--- src/sv/pbd_pkg.sv ---
// ----------------------------------------------------------------------------
// Prior box decode package
// Shared widths, register indexes, pipeline depth and the exponent table.
// ----------------------------------------------------------------------------
package pbd_pkg;

   localparam int PIPE_STAGES = 8;

   localparam int REQ_TDATA_W = 176;
   localparam int RSP_TDATA_W = 80;
   localparam int RSP_TUSER_W = 1;

   localparam int CSR_INDEX_W = 3;
   localparam int CSR_DATA_W  = 16;

   localparam logic [CSR_INDEX_W-1:0] CSR_OBJECTNESS_THR = 3'd0;
   localparam logic [CSR_INDEX_W-1:0] CSR_CLASS_THR      = 3'd1;
   localparam logic [CSR_INDEX_W-1:0] CSR_VAR_CENTER_X   = 3'd2;
   localparam logic [CSR_INDEX_W-1:0] CSR_VAR_CENTER_Y   = 3'd3;
   localparam logic [CSR_INDEX_W-1:0] CSR_VAR_WIDTH      = 3'd4;
   localparam logic [CSR_INDEX_W-1:0] CSR_VAR_HEIGHT     = 3'd5;
   localparam logic [CSR_INDEX_W-1:0] CSR_IMAGE_WIDTH    = 3'd6;
   localparam logic [CSR_INDEX_W-1:0] CSR_IMAGE_HEIGHT   = 3'd7;

   localparam logic [15:0] RST_OBJECTNESS_THR = 16'd16384;
   localparam logic [15:0] RST_CLASS_THR      = 16'd16384;
   localparam logic [15:0] RST_VAR_CENTER     = 16'd3277;
   localparam logic [15:0] RST_VAR_SIZE       = 16'd6554;
   localparam logic [11:0] RST_IMAGE_WIDTH    = 12'd672;
   localparam logic [11:0] RST_IMAGE_HEIGHT   = 12'd384;

   // Exponent table: entry k holds 2^(k/depth) in Q1.30.
   localparam int EXP_TABLE_DEPTH = 256;
   localparam int EXP_IDX_W       = $clog2(EXP_TABLE_DEPTH);
   localparam int EXP_ROM_W       = 31;
   localparam logic [EXP_IDX_W:0] EXP_DEPTH_K = (EXP_IDX_W + 1)'(EXP_TABLE_DEPTH);

   localparam logic [63:0]        LN2_Q30   = 64'd744261118;
   localparam logic signed [31:0] LOG2E_Q30 = 32'sd1549082005;

   typedef logic [EXP_ROM_W-1:0] exp_rom_type [EXP_TABLE_DEPTH];

   // Restoring long division, used only while the table is built.
   function automatic logic [63:0] long_divide(input logic [63:0] num,
                                               input logic [63:0] den);
      logic [63:0] quo;
      logic [63:0] rem;
      quo = '0;
      rem = '0;
      for (int b = 63; b >= 0; b--) begin
         rem = {rem[62:0], num[b]};
         if (rem >= den) begin
            rem    = rem - den;
            quo[b] = 1'b1;
         end
      end
      return quo;
   endfunction

   function automatic exp_rom_type build_exp_rom();
      exp_rom_type rom;
      logic [63:0] x;
      logic [63:0] sum;
      logic [63:0] term;
      logic [63:0] n;
      for (int k = 0; k < EXP_TABLE_DEPTH; k++) begin
         x    = long_divide(64'(k) * LN2_Q30, 64'(EXP_TABLE_DEPTH));
         sum  = 64'd1 << 30;
         term = 64'd1 << 30;
         n    = 64'd1;
         while (term != 64'd0 && n < 64'd64) begin
            term = long_divide((term * x) >> 30, n);
            sum  = sum + term;
            n    = n + 64'd1;
         end
         rom[k] = sum[EXP_ROM_W-1:0];
      end
      return rom;
   endfunction

   localparam exp_rom_type EXP_ROM = build_exp_rom();

endpackage

--- src/sv/pbd_pipe_ctrl.sv ---
// ----------------------------------------------------------------------------
// Prior box decode pipeline control
// Valid bits per stage and a ready chain that lets bubbles collapse.
// ----------------------------------------------------------------------------
module pbd_pipe_ctrl (
   input  logic                             clock,
   input  logic                             reset,
   input  logic                             in_valid,
   input  logic                             in_keep,
   input  logic                             out_ready,
   output logic                             in_ready,
   output logic [pbd_pkg::PIPE_STAGES-1:0]  stage_en,
   output logic                             out_valid
);
   import pbd_pkg::*;

   logic [PIPE_STAGES-1:0] valid_ff;
   logic [PIPE_STAGES-1:0] valid_in;
   logic [PIPE_STAGES:0]   ready;

   always_comb begin
      ready[PIPE_STAGES] = out_ready;
      for (int i = PIPE_STAGES - 1; i >= 0; i--) begin
         ready[i] = !valid_ff[i] || ready[i+1];
      end
   end

   assign stage_en  = ready[PIPE_STAGES-1:0];
   assign valid_in  = {valid_ff[PIPE_STAGES-2:0], in_valid && in_keep};
   assign in_ready  = ready[0];
   assign out_valid = valid_ff[PIPE_STAGES-1];

   always_ff @(posedge clock) begin
      if (reset) begin
         valid_ff <= '0;
      end else begin
         for (int i = 0; i < PIPE_STAGES; i++) begin
            if (stage_en[i]) begin
               valid_ff[i] <= valid_in[i];
            end
         end
      end
   end

endmodule

--- config.mk ---
export PLATFORM = sky130hd
export DESIGN_NAME = pbd_pipe_ctrl
export DESIGN_NICKNAME = d
export VERILOG_FILES = /design/src/sv/pbd_pkg.sv /design/src/sv/pbd_pipe_ctrl.sv
export SDC_FILE = /design/constraint.sdc
export NUM_CORES = 1
export LEC_CHECK = 0
export BUFFER_PORTS_ARGS = -buffer_cell sky130_fd_sc_hd__buf_2
export CAP_MARGIN = 20
export CORE_MARGIN = 3
export CORE_UTILIZATION = 25
export CTS_BUF_LIST = sky130_fd_sc_hd__clkbuf_16
export CTS_CLUSTER_SIZE = 30
export DETAILED_ROUTE_END_ITERATION = 8
export GPL_TIMING_DRIVEN = 0
export PLACE_DENSITY_LB_ADDON = 0.1
export SYNTH_ARGS = -nofsm -noshare
export SYNTH_HDL_FRONTEND = slang
export SYNTH_SLANG_ARGS = --single-unit
--- constraint.sdc ---
create_clock -name clock -period 1.8 [get_ports clock]
set_clock_uncertainty 0.2 [all_clocks]
set_input_delay 0.54 -clock clock [delete_from_list [all_inputs] [get_ports clock]]
set_output_delay 0.54 -clock clock [all_outputs]
set_load 0.005 [all_outputs]
Word-level counts from Yosys, hierarchy flattened
Index checks and enable logic that the tools add are counted.
- add/sub/neg operators: 0
- multiply operators: 0
- divide/modulo/power cells: 0
- $lt $le $gt $ge: 0
- eq/ne operators: 0
- shift operators: 0
- mux-type cells: 0
- bitwise operators: 0
- reductions and logical operators: 17
- operators with widths (cell ; count):
    logical NOT 1 bit ; 8
    logical OR 1 bit ; 8
    logical AND 1 bit ; 1
- register bits: 8
- bits in latches: 0
- RAM bits: 0
- memory bits (read-only): 0
- bits of input ports: 5
- output and inout bits: 10
- word-level logic and storage cells: 25
- memories kept: 0

Logic depth before layout (Yosys ltp)
Gate-level depths: netlist of run 1.
- word-level depth: 9
- mapped depth: 4
- mapped depth without buffers: 3

Least setup slack after synthesis of run 1
No wires, ideal clock.
- path type: input -> output
- from: in out_ready
- to: out stage_en[0] (netlist name)
- arrival: 1.175 ns
- data required time: 1.060 ns
- setup slack: -0.115 ns
- stages on the path: 4
- path buffers: 2
- cell sequence: and4b_1 buf_6 nand4_4 buf_4
- longest elaborated chain between the ends: 8
- RTL lines (element ; RTL line ; RTL):
    start: declaration ; pbd_pipe_ctrl.sv:10 ; input logic out_ready,
    logical OR 1 bit (8 in series) ; pbd_pipe_ctrl.sv:24 ; ready[i] = !valid_ff[i] || ready[i+1];
    end: declaration ; pbd_pipe_ctrl.sv:12 ; output logic [pbd_pkg::PIPE_STAGES-1:0] stage_en,
Every way passes these cells.

Final worst setup path of run 1
Same ends and word-level chain as after synthesis.

==> results of run 1 <==
-- power by group through the flow --
stage                     clock [uW]  sequential (uW)  combinational, uW
final                            365              183               14.8
after global routing             384              183               16.6
after CTS                        375              183               12.7
after detailed placement           0              186               11.4
after global placement             0              186               10.8
after floorplan                    0              185               6.69
-- worst max path at each step --
stage                        to  slack, ps  cells past startpoint
floorplan           stage_en[0]        -80                      4
global placement    stage_en[0]       -310                      6
detailed placement  stage_en[0]       -320                      6
CTS                 stage_en[0]       -270                      6
global route        stage_en[0]       -330                      6
finish              stage_en[0]       -270                      6
-- layer usage --
| metal | vias up | share of wire | global-route usage |
|---|---|---|---|
| li1 | 171 | - | - |
| met1 | 138 | 0.42 | 0.114 |
| met2 | 15 | 0.45 | 0.174 |
| met3 | 5 | 0.085 | 0.0508 |
| met4 | 0 | 0.049 | 0.127 |
| met5 | - | 0 | 0 |
-- cells in the final DEF (no fill, tap or decap) --
cell type | netlist | routed
buf_2 | 0 | 11
buf_4 | 1 | 8
dfxtp_1 | 8 | 8
nor2_1 | 7 | 7
inv_1 | 4 | 4
nand2_1 | 4 | 4
buf_6 | 1 | 4
a21oi_2 | 3 | 3
a21oi_1 | 3 | 3
clkbuf_16 | 0 | 3
nand3_2 | 2 | 2
nor2b_4 | 0 | 1
and4b_1 | 1 | 1
and3_2 | 1 | 1
nand4_4 | 1 | 1
clkbuf_2 | 1 | 1
-- layout make-up --
| type | count | area [um2] |
|---|---|---|
| fill | 129 | 613 |
| sequential | 8 | 160 |
| multi-input combinational | 23 | 155 |
| timing repair buffer | 21 | 138 |
| clock buffer | 3 | 75.1 |
| buffer | 3 | 27.5 |
| tap | 14 | 17.5 |
| inverter | 4 | 15.0 |
-- cell families (layout without fill, tap and decap cells) --
| kind of cell | count (synthesis) | after routing | synth area share |
|---|---|---|---|
| AND/OR/NAND/NOR | 17 | 17 | 0.307 |
| flip-flops | 8 | 8 | 0.462 |
| buffers and inverters | 7 | 31 | 0.112 |
| AO/OA/AOI/OAI | 6 | 6 | 0.119 |
-- critical path, stage by stage --
cell	delay, ps
buf_6	90
and4b_1	250
buf_6	130
nand4_4	80
buf_6	130
buf_6	100
-- stage by stage --
stage	cell area (um2)	hold slack, ps	util	cells
detailed placement	433	246	0.360	65
CTS	566	250	0.471	74
finish	588	247	0.490	76
global placement	433	232	0.360	65
floorplan	350	228	-	38
global route	588	278	0.490	76
-- timing repair --
action,4_1_cts,5_1_grt
setup buffers,6,2
gates resized for setup,2,2
setup endpoints to repair,8,9
==> results.tsv, run 1 <==
stage	metric	value	unit
run_status	status	complete, but fails checks	
run_status	violations	negative setup slack	
worst_setup_path	crit_path_start_kind	input port	
global_route	grt_pass1_wl	1.49	mm
floorplan	die_w	43.2	um
place	dp_hpwl	571	um
final_layout	largestRegisters	valid_ff: 8 flops	
routing	drtIter0Drc	4	
final_layout	largest_reg_flops	8	
routing	drt-total-wl	823	um
sta	fin_crit_sh	1.15	
final_layout	top_register	valid_ff	
final_layout	num_antenna_cells	0	
worst_setup_path	worstReg2RegEnd	valid_ff[3]$_SDFFE_PP0P_	
run	maxCapViolations	0	
synthesis	synth_top_flop_cell	dfxtp_1	
power_and_ir_drop	internal-power	474	uW
hold_path	hold_depth	2	
power_and_ir_drop	combPwrFrac	0.026	
worst_setup_path	path_max_fanout	5	
hold_path	min-delay-start	valid_ff[2]$_SDFFE_PP0P_	
sta	fin_tns_setup	-1480	ps
worst_setup_path	reg2reg_slack	260	ps
routing	detail_route.wl_per_cell	10.8	um
synthesis	avgSynthCellArea	9.12	um2
place	place_ws	-322	ps
power_and_ir_drop	pwr-share-clk	0.648	
global_route	grt_use_total	0.117	
place	gp_congestion	0.708	
floorplan	coreArea	0.00120	mm2
clocking	cts.reportedPaths.clkPinSlew	30	ps
clocking	root_buffer	clkbuf_16	
sta	finalHoldViolCount	0	
global_route	first_global_vias	337	
synthesis	ys_seq_area_frac	0.462	
clocking	clock_latency	230	ps
floorplan	dieArea	0.00187	mm2
routing	drt.antenna.violating_nets	0	
sta	maxSlewViolCount	0	
routing	vias	329	
global_route	antenna_found_initial	0	
synthesis	synth_edf_count	0	
worst_setup_path	critical_path_required	1060	ps
sta	relSlewSlack	0.872	
worst_setup_path	path_class	input port to output pin	
hold_path	hold_path_class	register to register	
global_route	grt_max_degree	9	
place	io_buffer_count	13	
power_and_ir_drop	switching_share	0.158	
power_and_ir_drop	powerDensity	957	mW/mm2
worst_setup_path	crit_path_start	out_ready	
synthesis	synthesis.area	347	um2
synthesis	async_flop_share	0	
sta	max_freq	483	MHz
synthesis	yosysTopAreaCellShare	0.462	
synthesis	synthTopCellsByArea	dfxtp_1, nor2_1, a21oi_2, nand4_4, nand3_2	
clocking	cts_tree	built	
synthesis	yosysMostFrequentCell	dfxtp_1	
synthesis	ys_warn_count	0	
power_and_ir_drop	sequentialPowerShare	0.326	
final_layout	drive_gt1_frac	0.565	
synthesis	synthTopCellsByCount	dfxtp_1, nor2_1, inv_1, nand2_1	
sta	layout_setup_ws	-270	ps
final_layout	finalNetCount	69	
synthesis	synth_seq_cells	8	
power_and_ir_drop	cellLeakagePower	0.000249	uW
clocking	clock_sinks	8	
power_and_ir_drop	netSwitchingPower	88.8	uW
final_layout	syn2layout_area_growth	69.7	%
synthesis	synth_cell_type_count	14	
clocking	cts_buffers	3	
power_and_ir_drop	p_total	563	uW
routing	via_per_inst	4.33	
power_and_ir_drop	peakVddDrop	0.659	mV
routing	first_pass_iters	2	
sta	setup_violations	7	
worst_setup_path	timing.rr.start	valid_ff[6]$_SDFFE_PP0P_	
routing	drc	0	
floorplan	initial_utilization	0.289	
worst_setup_path	critPathCaptureType	output pin	
clocking	htreeDepth	1	
synthesis	synth_top_cell_by_area	dfxtp_1	
worst_setup_path	arrival	1330	ps
floorplan	ios	15	
synthesis	synthesis.nets	43	
floorplan	rows	12	
floorplan	fp.dieH	43.2	um
worst_setup_path	reg2reg_depth	7	
synthesis	syn_inst	38	
sta	worst_slew_pin_slew	192	ps
sta	period_needed	2070	ps
hold_path	whs_endpoint	valid_ff[3]$_SDFFE_PP0P_	
sta	rsz0062_at_grt	true	
global_route	globalRouteOverflowTotal	0	
clocking	hold_buffers	0	
clocking	clk_path_buf_depth	2	
Power figures use the tool's default switching activity.
==> inputs of run 2 (changes only) <==
RECOVER_POWER = 100   (was not set)
==> results.tsv, run 2 (synthesis results as in run 1) <==
stage	metric	value	unit	change
worst_setup_path	worstReg2RegEnd	valid_ff[3]$_SDFFE_PP0P_		
global_route	grt_max_degree	9		unchanged
floorplan	initial_utilization	0.289		unchanged
worst_setup_path	crit_cells	6		unchanged
clocking	hold_buffers	0		unchanged
global_route	antenna_found_initial	0		unchanged
hold_path	hold_path_class	register to register		
floorplan	fp.dieH	43.2	um	unchanged
power_and_ir_drop	combPwrFrac	0.025		about the same
global_route	grt_use_total	0.117		unchanged
sta	layout_setup_ws	-269	ps	+0.631 ps
routing	via_per_inst	4.33		unchanged
worst_setup_path	critPathCaptureType	output pin		
final_layout	finalNetCount	69		unchanged
power_and_ir_drop	sequentialPowerShare	0.326		about the same
clocking	root_buffer	clkbuf_16		
sta	finalHoldViolCount	0		unchanged
place	gp_congestion	0.708		unchanged
worst_setup_path	path_max_fanout	5		unchanged
run_status	violations	negative setup slack		
final_layout	largest_reg_flops	8		unchanged
sta	fin_crit_sh	1.15		about the same
worst_setup_path	crit_path_start	out_ready		
power_and_ir_drop	switching_share	0.157		-0.000888
global_route	globalRouteOverflowTotal	0		unchanged
final_layout	num_antenna_cells	0		unchanged
sta	period_needed	2070	ps	-0.631 ps
power_and_ir_drop	peakVddDrop	0.659	mV	about the same
power_and_ir_drop	powerDensity	969	mW/mm2	+1.2%
power_and_ir_drop	pwr-share-clk	0.649		about the same
floorplan	ios	15		unchanged
final_layout	syn2layout_area_growth	67.5	%	
floorplan	rows	12		unchanged
worst_setup_path	cp_slowest_stage_delay	250	ps	about the same
floorplan	die_w	43.2	um	unchanged
worst_setup_path	worstSetupEndpoint	stage_en[0]		
worst_setup_path	crit_top_cell	buf_6		
routing	detail_route.wl_per_cell	10.8	um	unchanged
routing	drtIter0Drc	4		unchanged
place	io_buffer_count	13		unchanged
final_layout	final_cell_mix	buf_2, buf_4, dfxtp_1		
place	dp_hpwl	571	um	unchanged
routing	vias	329		unchanged
worst_setup_path	path_cells	buf_6, and4b_1, buf_6, nand4_4, buf_6, buf_6		
sta	worst_slew_pin_slew	239	ps	+46.7 ps
routing	drt.antenna.violating_nets	0		unchanged
floorplan	coreArea	0.00120	mm2	unchanged
final_layout	top_register	valid_ff		
sta	rsz0062_at_grt	true		
clocking	clock_latency	230	ps	about the same
clocking	cts_tree	built		
final_layout	largestRegisters	valid_ff: 8 flops		
sta	max_freq	483	MHz	about the same
worst_setup_path	path_class	input port to output pin		
worst_setup_path	reg2reg_slack	260	ps	about the same
worst_setup_path	critical_path_required	1060	ps	about the same
worst_setup_path	crit_family	buffers and inverters		
clocking	clk_path_buf_depth	2		unchanged
worst_setup_path	arrival	1330	ps	about the same
worst_setup_path	crit_path_start_kind	input port		
power_and_ir_drop	internal-power	474	uW	about the same
power_and_ir_drop	cellLeakagePower	0.000249	uW	about the same
global_route	grt_pass1_wl	1.49	mm	unchanged
final_layout	mostFrequentLayoutCell	buf_2		
sta	maxSlewViolCount	0		unchanged
run	maxCapViolations	0		unchanged
power_and_ir_drop	netSwitchingPower	88.2	uW	-0.69%
clocking	htreeDepth	1		unchanged
run_status	status	complete, but fails checks		
sta	setup_violations	9		+2
sta	holdWs	247	ps	+0.266 ps
worst_setup_path	reg2reg_depth	7		unchanged
global_route	first_global_vias	337		unchanged
routing	drc	0		unchanged
worst_setup_path	timing.rr.start	valid_ff[6]$_SDFFE_PP0P_		
worst_setup_path	cpMaxStageDelayCell	and4b_1		
sta	relSlewSlack	0.840		-0.0313
final_layout	drive_gt1_frac	0.548		-0.0161
routing	first_pass_iters	2		unchanged
worst_setup_path	worst-path-buf-inv	4		unchanged
clocking	clock_sinks	8		unchanged
power_and_ir_drop	p_total	562	uW	-0.12%
floorplan	dieArea	0.00187	mm2	unchanged
routing	drt-total-wl	823	um	unchanged
clocking	cts_buffers	3		unchanged
final_layout	final_core_util	0.483		-0.00625
clocking	cts.reportedPaths.clkPinSlew	30	ps	about the same
run 2: cell types whose count changed in the layout (fill, tap and decap cells not counted):
| cell | delta |
|---|---|
| nor2b_1 | +1 |
| nor2b_4 | -1 |
run 2: how the worst min path moves through the flow:
stage	startpoint	endpoint	depth (start not counted)
6_report	valid_ff[2]$_SDFFE_PP0P_	valid_ff[3]$_SDFFE_PP0P_	2
5_1_grt	valid_ff[2]$_SDFFE_PP0P_	valid_ff[3]$_SDFFE_PP0P_	2
2_1_floorplan	valid_ff[2]$_SDFFE_PP0P_	valid_ff[3]$_SDFFE_PP0P_	2
3_5_place_dp	valid_ff[2]$_SDFFE_PP0P_	valid_ff[3]$_SDFFE_PP0P_	2
3_3_place_gp	valid_ff[2]$_SDFFE_PP0P_	valid_ff[3]$_SDFFE_PP0P_	2
4_1_cts	valid_ff[2]$_SDFFE_PP0P_	valid_ff[3]$_SDFFE_PP0P_	2
run 2: stage by stage:
stage               setup WS (ps)  TNS, ps  cell area (um2)  instances
finish                       -269    -1650              581         76
global route                 -328    -2260              581         76
CTS                          -274    -1520              566         74
detailed placement           -322    -1450              433         65
global placement             -315    -1390              433         65
floorplan                   -77.4    -77.4              350         38
run 2: timing repair:
action | in CTS | in global routing
setup endpoints to repair | 8 | 9
pin swaps | 0 | 0
gates resized for setup | 2 | 2
buffers inserted | 6 | 2
run 2: power groups by stage:
| stage | Clock (uW) | Sequential (uW) | Combinational, uW |
|---|---|---|---|
| 4_1_cts | 375 | 183 | 12.7 |
| 2_1_floorplan | 0 | 185 | 6.69 |
| 3_3_place_gp | 0 | 186 | 10.8 |
| 5_1_grt | 384 | 183 | 15.9 |
| 6_report | 365 | 183 | 14.1 |
| 3_5_place_dp | 0 | 186 | 11.4 |
run 2: layout make-up:
cell class / instances / area (um2)
timing repair buffer: 21 / 138
sequential: 8 / 160
clock buffer: 3 / 75.1
inverter: 4 / 15.0
buffer: 3 / 27.5
multi-input combinational: 23 / 148
tap: 14 / 17.5
fill: 129 / 621
run 2: worst min-delay path, delay by kind of cell (launching register included):
| kind | cells | cell delay (ps) |
|---|---|---|
| buffers and inverters | 1 | 60 |
| DFF | 1 | 300 |
| AOI/OAI and AO/OA | 1 | 40 |
run 2: routing by layer:
metal | vias up | routed length, um | track usage
met5 | - | 0 | 0
met4 | 0 | 40 | 0.127
met3 | 5 | 75 | 0.0508
met2 | 15 | 369 | 0.174
met1 | 138 | 337 | 0.114
li1 | 171 | - | -
